[src/sv/fte_pkg.sv]
// ---------------------------------------------------------------------------
// fte_pkg
// Shared types, constants and the sine table generator for the Fourier
// trajectory evaluator.
// ---------------------------------------------------------------------------
package fte_pkg;

  // default sizes
  localparam int HARMONICS_DEF       = 8;
  localparam int JOINTS_DEF          = 12;
  localparam int SINE_TABLE_BITS_DEF = 10;

  // reset value of position_scale (period over four pi, Q16.16)
  localparam logic [31:0] POS_SCALE_RESET = 32'd5215;

  // request codes
  localparam logic [1:0] REQ_WRITE_COEF  = 2'd0;
  localparam logic [1:0] REQ_WRITE_JOINT = 2'd1;
  localparam logic [1:0] REQ_EVALUATE    = 2'd2;

  // accumulator widths, sized for up to sixteen harmonics
  localparam int POS_W = 56;
  localparam int VEL_W = 40;

  // scaled position term and its long division by the harmonic number
  localparam int DIV_W     = 48;
  localparam int DIV_BITS  = 8;
  localparam int DIV_STEPS = DIV_W / DIV_BITS;

  // sine table generator constants
  localparam longint unsigned Q30_ONE    = 64'd1073741824;
  localparam longint unsigned TWO_PI_Q30 = 64'd6746518852;

  // request payload
  typedef struct packed {
    logic [1:0]         req_type;
    logic [3:0]         joint_sel;
    logic [2:0]         harmonic_sel;
    logic signed [31:0] sine_amplitude;
    logic signed [31:0] cosine_amplitude;
    logic [15:0]        phase_offset;
    logic signed [31:0] base_position;
    logic [31:0]        time_fraction;
  } in_item_t;

  // result payload
  typedef struct packed {
    logic [3:0]         joint_index;
    logic signed [31:0] position;
    logic signed [31:0] velocity;
    logic               saturated;
    logic               last;
  } out_item_t;

  // datapath operations
  typedef enum logic [3:0] {
    OP_NONE,
    OP_WR_COEF,
    OP_WR_JOINT,
    OP_START,
    OP_JOINT_INIT,
    OP_RD_SIN,
    OP_RD_COS,
    OP_MUL_SA,
    OP_MUL_CB,
    OP_MUL_CA,
    OP_MUL_SB,
    OP_MUL_MLO,
    OP_MUL_MHI,
    OP_SCALE,
    OP_DIV_STEP,
    OP_ACCUM
  } dp_op_t;

  // command from controller to datapath
  typedef struct packed {
    dp_op_t     op;
    logic       emit;
    logic [4:0] joint;
    logic [4:0] harm;
    logic       last;
  } dp_cmd_t;

  // one sine table entry in Q1.16, quadrant folded odd series
  function automatic logic signed [17:0] sine_entry(input int unsigned idx,
                                                    input int unsigned bits);
    longint unsigned p;
    longint unsigned u;
    longint unsigned theta;
    longint unsigned t2;
    longint unsigned r;
    longint unsigned s;
    longint unsigned q;
    logic            neg;
    logic signed [17:0] v;
    p = idx;
    p = (p << (32 - bits)) & 64'hFFFF_FFFF;
    neg = 1'b0;
    if (p >= 64'h8000_0000) begin
      neg = 1'b1;
      p = p - 64'h8000_0000;
    end
    u = (p > 64'h4000_0000) ? (64'h8000_0000 - p) : p;
    theta = (u * TWO_PI_Q30) >> 32;
    t2 = (theta * theta) >> 30;
    r = Q30_ONE - ((t2 * Q30_ONE) >> 30) / 64'd110;
    r = Q30_ONE - ((t2 * r) >> 30) / 64'd72;
    r = Q30_ONE - ((t2 * r) >> 30) / 64'd42;
    r = Q30_ONE - ((t2 * r) >> 30) / 64'd20;
    r = Q30_ONE - ((t2 * r) >> 30) / 64'd6;
    s = (theta * r) >> 30;
    q = (s + 64'd8192) >> 14;
    v = 18'(q);
    return neg ? -v : v;
  endfunction

endpackage

[src/sv/fte_ctrl.sv]
// ---------------------------------------------------------------------------
// fte_ctrl
// Sequencer over joints, harmonics and the steps of one harmonic term.
// ---------------------------------------------------------------------------
module fte_ctrl #(
  parameter int HARMONICS = fte_pkg::HARMONICS_DEF,
  parameter int JOINTS    = fte_pkg::JOINTS_DEF
) (
  input  logic             clk,
  input  logic             rst,
  input  logic             in_valid,
  input  logic [1:0]       req_type,
  output logic             in_stall,
  input  logic             out_busy,
  output fte_pkg::dp_cmd_t cmd
);

  localparam int JW  = (JOINTS > 1) ? $clog2(JOINTS) : 1;
  localparam int KW  = $clog2(HARMONICS + 1);
  localparam int DCW = (fte_pkg::DIV_STEPS > 1) ? $clog2(fte_pkg::DIV_STEPS) : 1;

  typedef enum logic [3:0] {
    S_IDLE,
    S_INIT,
    S_RD_SIN,
    S_RD_COS,
    S_MUL_SA,
    S_MUL_CB,
    S_MUL_CA,
    S_MUL_SB,
    S_MUL_MLO,
    S_MUL_MHI,
    S_SCALE,
    S_DIV,
    S_ACCUM,
    S_EMIT
  } state_t;

  state_t         state;
  logic [JW-1:0]  joint;
  logic [KW-1:0]  harm;
  logic [DCW-1:0] div_cnt;
  logic           accept;
  logic           last_joint;

  assign in_stall   = (state != S_IDLE);
  assign accept     = in_valid && !in_stall;
  assign last_joint = (joint == JW'(JOINTS - 1));

  // command decode
  always_comb begin
    cmd.op    = fte_pkg::OP_NONE;
    cmd.emit  = 1'b0;
    cmd.joint = 5'(joint);
    cmd.harm  = 5'(harm);
    cmd.last  = last_joint;
    case (state)
      S_IDLE: begin
        if (accept) begin
          case (req_type)
            fte_pkg::REQ_WRITE_COEF:  cmd.op = fte_pkg::OP_WR_COEF;
            fte_pkg::REQ_WRITE_JOINT: cmd.op = fte_pkg::OP_WR_JOINT;
            fte_pkg::REQ_EVALUATE:    cmd.op = fte_pkg::OP_START;
            default:                  cmd.op = fte_pkg::OP_NONE;
          endcase
        end
      end
      S_INIT:    cmd.op = fte_pkg::OP_JOINT_INIT;
      S_RD_SIN:  cmd.op = fte_pkg::OP_RD_SIN;
      S_RD_COS:  cmd.op = fte_pkg::OP_RD_COS;
      S_MUL_SA:  cmd.op = fte_pkg::OP_MUL_SA;
      S_MUL_CB:  cmd.op = fte_pkg::OP_MUL_CB;
      S_MUL_CA:  cmd.op = fte_pkg::OP_MUL_CA;
      S_MUL_SB:  cmd.op = fte_pkg::OP_MUL_SB;
      S_MUL_MLO: cmd.op = fte_pkg::OP_MUL_MLO;
      S_MUL_MHI: cmd.op = fte_pkg::OP_MUL_MHI;
      S_SCALE:   cmd.op = fte_pkg::OP_SCALE;
      S_DIV:     cmd.op = fte_pkg::OP_DIV_STEP;
      S_ACCUM:   cmd.op = fte_pkg::OP_ACCUM;
      S_EMIT:    cmd.emit = !out_busy;
      default:   cmd.op = fte_pkg::OP_NONE;
    endcase
  end

  // state and counters
  always_ff @(posedge clk) begin
    if (rst) begin
      state   <= S_IDLE;
      joint   <= '0;
      harm    <= '0;
      div_cnt <= '0;
    end else begin
      case (state)
        S_IDLE: begin
          if (accept && (req_type == fte_pkg::REQ_EVALUATE)) begin
            joint <= '0;
            state <= S_INIT;
          end
        end
        S_INIT: begin
          harm  <= KW'(1);
          state <= S_RD_SIN;
        end
        S_RD_SIN:  state <= S_RD_COS;
        S_RD_COS:  state <= S_MUL_SA;
        S_MUL_SA:  state <= S_MUL_CB;
        S_MUL_CB:  state <= S_MUL_CA;
        S_MUL_CA:  state <= S_MUL_SB;
        S_MUL_SB:  state <= S_MUL_MLO;
        S_MUL_MLO: state <= S_MUL_MHI;
        S_MUL_MHI: state <= S_SCALE;
        S_SCALE: begin
          div_cnt <= '0;
          state   <= S_DIV;
        end
        S_DIV: begin
          if (div_cnt == DCW'(fte_pkg::DIV_STEPS - 1)) begin
            state <= S_ACCUM;
          end else begin
            div_cnt <= div_cnt + 1'b1;
          end
        end
        S_ACCUM: begin
          if (harm == KW'(HARMONICS)) begin
            state <= S_EMIT;
          end else begin
            harm  <= harm + 1'b1;
            state <= S_RD_SIN;
          end
        end
        S_EMIT: begin
          if (!out_busy) begin
            if (last_joint) begin
              state <= S_IDLE;
            end else begin
              joint <= joint + 1'b1;
              state <= S_INIT;
            end
          end
        end
        default: state <= S_IDLE;
      endcase
    end
  end

endmodule

[config.mk]
export PLATFORM = sky130hd
export DESIGN_NAME = fte_ctrl
export DESIGN_NICKNAME = d
export VERILOG_FILES = /design/src/sv/fte_pkg.sv /design/src/sv/fte_ctrl.sv
export SDC_FILE = /design/constraint.sdc
export NUM_CORES = 1
export LEC_CHECK = 0
export BUFFER_PORTS_ARGS = -buffer_cell sky130_fd_sc_hd__buf_2
export CORE_UTILIZATION = 53
export CTS_CLUSTER_DIAMETER = 80
export DETAILED_ROUTE_END_ITERATION = 8
export MAX_ROUTING_LAYER = met4
export PLACE_DENSITY = 0.78
export SLEW_MARGIN = 40
export SYNTH_ARGS = -nofsm -noshare
export SYNTH_HDL_FRONTEND = slang
export SYNTH_SLANG_ARGS = --single-unit
export TNS_END_PERCENT = 1
[constraint.sdc]
create_clock -name clk -period 1.8 [get_ports clk]
set_clock_uncertainty 0.05 [all_clocks]
set_input_delay 0.27 -clock clk [delete_from_list [all_inputs] [get_ports clk]]
set_output_delay 0.27 -clock clk [all_outputs]
set_load 0.05 [all_outputs]
==> flow_summary.json <==
{
  "min_from": "rst",
  "seqCellArea_um2": 312,
  "hold_path.class": "primary input to register",
  "p_per_area_mw_per_mm2": 665,
  "finalPower_mw": 0.849,
  "arrival_ns": 1.45,
  "fillers": 172,
  "die_area_mm2": 0.00229,
  "final_cell_mix": "buf_2 (16), dfxtp_1 (10), inv_1 (8), nor2_1 (8)",
  "ys_warn_count": 0,
  "path_class": "register to primary output",
  "hold_viol": 0,
  "crit_required_ns": 1.48,
  "grt_max_degree": 19,
  "dr_total_vias": 958,
  "synthFlopType": "dfxtp_1",
  "postCtsHoldBufs": 0,
  "die_h_um": 47.9,
  "maxSlewViolCount": 0,
  "drc": 0,
  "cts.sinks": 15,
  "met3RoutedLength_um": 102,
  "overflow": 0,
  "cts_root_buf": "clkbuf_4",
  "clkLatencyLatePin_ns": 0.29,
  "grt_pass1_wl_um": 3570,
  "grt_setup_unrepaired": "yes",
  "wl_per_cell_um": 13.2,
  "start_util_pct": 56.8,
  "timing.final.crit_period_ns": 1.77,
  "die_x_um": 47.9,
  "wl_met1_um": 1060,
  "cts_tree": "done",
  "yosysUniqueCellTypes": 39,
  "highest_layer": "met3",
  "gp_congestion": 0.819,
  "hpwl_um": 1680,
  "via_per_inst": 5.64,
  "first_iter_violations": 26,
  "io_pins": 23,
  "max-cap-violations": 0,
  "status": "finished clean",
  "crit_start": "state[3]",
  "end_kind": "primary output",
  "antenna-diode-count": 0,
  "syn_avg_cell_area_um2": 8.92,
  "grt_use_total_pct": 23.4,
  "htreeDepth": 1,
  "numCtsBuffers": 3,
  "final_common_cell": "buf_2",
  "synth_area_mm2": 0.00111,
  "fin_ws_ns": 0.0331,
  "setup_violations": 0,
  "rows": 16,
  "finalCritPeriodShare_pct": 98.2,
  "grt_pass1_vias": 850,
  "syn_inst": 125,
  "critPathMaxFanout": 9,
  "pre_cts_slack_ns": 0.112,
  "peakVddDrop_v": 0.000390,
  "p_leak_nw": 0.554,
  "grt_antenna_before_repair": 0,
  "core_mm2": 0.00196,
  "start_kind": "register",
  "ant_nets": 0,
  "ys_seq_area_share_pct": 26.9,
  "drt_pass1_iterations": 4,
  "port_buffers": 20,
  "postLayoutCellArea_mm2": 0.00128,
  "rr_startpoint": "harm[0]",
  "multi_input_area_um2": 729,
  "async_flop_share_pct": 0,
  "layout.nets": 157,
  "syn2layout_area_growth_pct": 14.5,
  "place_area_mm2": 0.00122,
  "ys_seq_elements": 15,
  "wirelength_um": 2240,
  "drive_above_1_share_pct": 31.5,
  "synth_edf_count": 0,
  "tns_ns": 0,
  "fmax_mhz": 566,
  "path_clk_slew_ns": 0.10,
  "cts_max_path_buffers": 2,
  "wl_met2_um": 1080
}
-- path summary, 6_finish.rpt --
path / endpoint / slack [ns] / cells after the start
worst max-delay path: cmd[12] / 0.03 / 3
worst min-delay path: state[1] / 0.24 / 2
worst max register to register: state[2] / 0.22 / 6
worst min register to register: div_cnt[1] / 0.47 / 2
-- layer usage --
layer | global-route usage (%) | vias up
li1 | - | 480
met1 | 27.1 | 445
met2 | 38.9 | 33
met3 | 4.15 | 0
met4 | 10.6 | 0
met5 | - | -
-- worst max-delay path, stage by stage (launching register included) --
cell      delay [ns]
dfxtp_2         0.40
and2_1          0.26
a221oi_2        0.29
buf_6           0.20
-- timing repair --
item | in CTS | in global routing
buffers inserted | 0 | 0
pin swaps | 0 | 0
resized for setup | 6 | 8
setup endpoints to repair | 7 | 6
-- Yosys cell counts (2+ instances only) --
cell type  count  area share (%)
dfxtp_1       15              27
nor2_1         9             3.0
buf_4          8             5.4
inv_1          8             2.7
ha_1           7             7.9
nand2_1        7             2.4
o21ai_0        7             3.1
a21oi_1        6             2.7
xnor2_1        6             4.7
nor3_1         5             2.2
a211oi_1       4             2.7
and3b_1        3             2.4
nand3_1        3             1.3
nand4b_1       3             2.4
a21o_1         2             1.3
and2_1         2             1.1
and3_1         2             1.1
buf_2          2            0.90
mux2i_1        2             1.8
nor4_4         2             3.8
nor4b_4        2             4.3
o211ai_1       2             1.3
xor2_1         2             1.6
-- final cells by class --
class	instances	share of cell area (%)
clock buffers	3	1.76
clock inverters	1	0.392
inverters	8	2.35
multi-input cells	92	57.2
flip-flops and latches	15	24.4
well taps	27	2.65
repair buffers	24	11.3
-- state kept, by name, summed over array words and instances, names as in the netlist --
register / cells
div_cnt: 3
harm: 4
state: 4
joint: 4
-- power breakdown --
group	internal, mW	switching, mW	leakage, nW
Clock	0.0827	0.122	0.0177
Combinational	0.0917	0.174	0.412
Sequential	0.344	0.0350	0.124
Total	0.519	0.331	0.554
-- kinds of logic after synthesis --
logic type	share of synthesized area (%)
fa+ha+maj	7.86
simple gates	30.5
other cells	0.336
flops	26.9
compound gates	16.9
xor+xnor	6.29
buf+inv	9.32
mux	1.80
-- per-stage QoR --
| step | utilization [%] | hold slack, ns | std cells |
|---|---|---|---|
| finish | 65.1 | 0.236 | 170 |
| global placement | 62.2 | 0.458 | 166 |
| floorplan | - | 0.428 | 126 |
| CTS | 64.1 | 0.237 | 170 |
| global route | 65.1 | 0.243 | 170 |
| detailed placement | 62.2 | 0.470 | 166 |
Note: power is estimated with default switching activity, not from simulation.
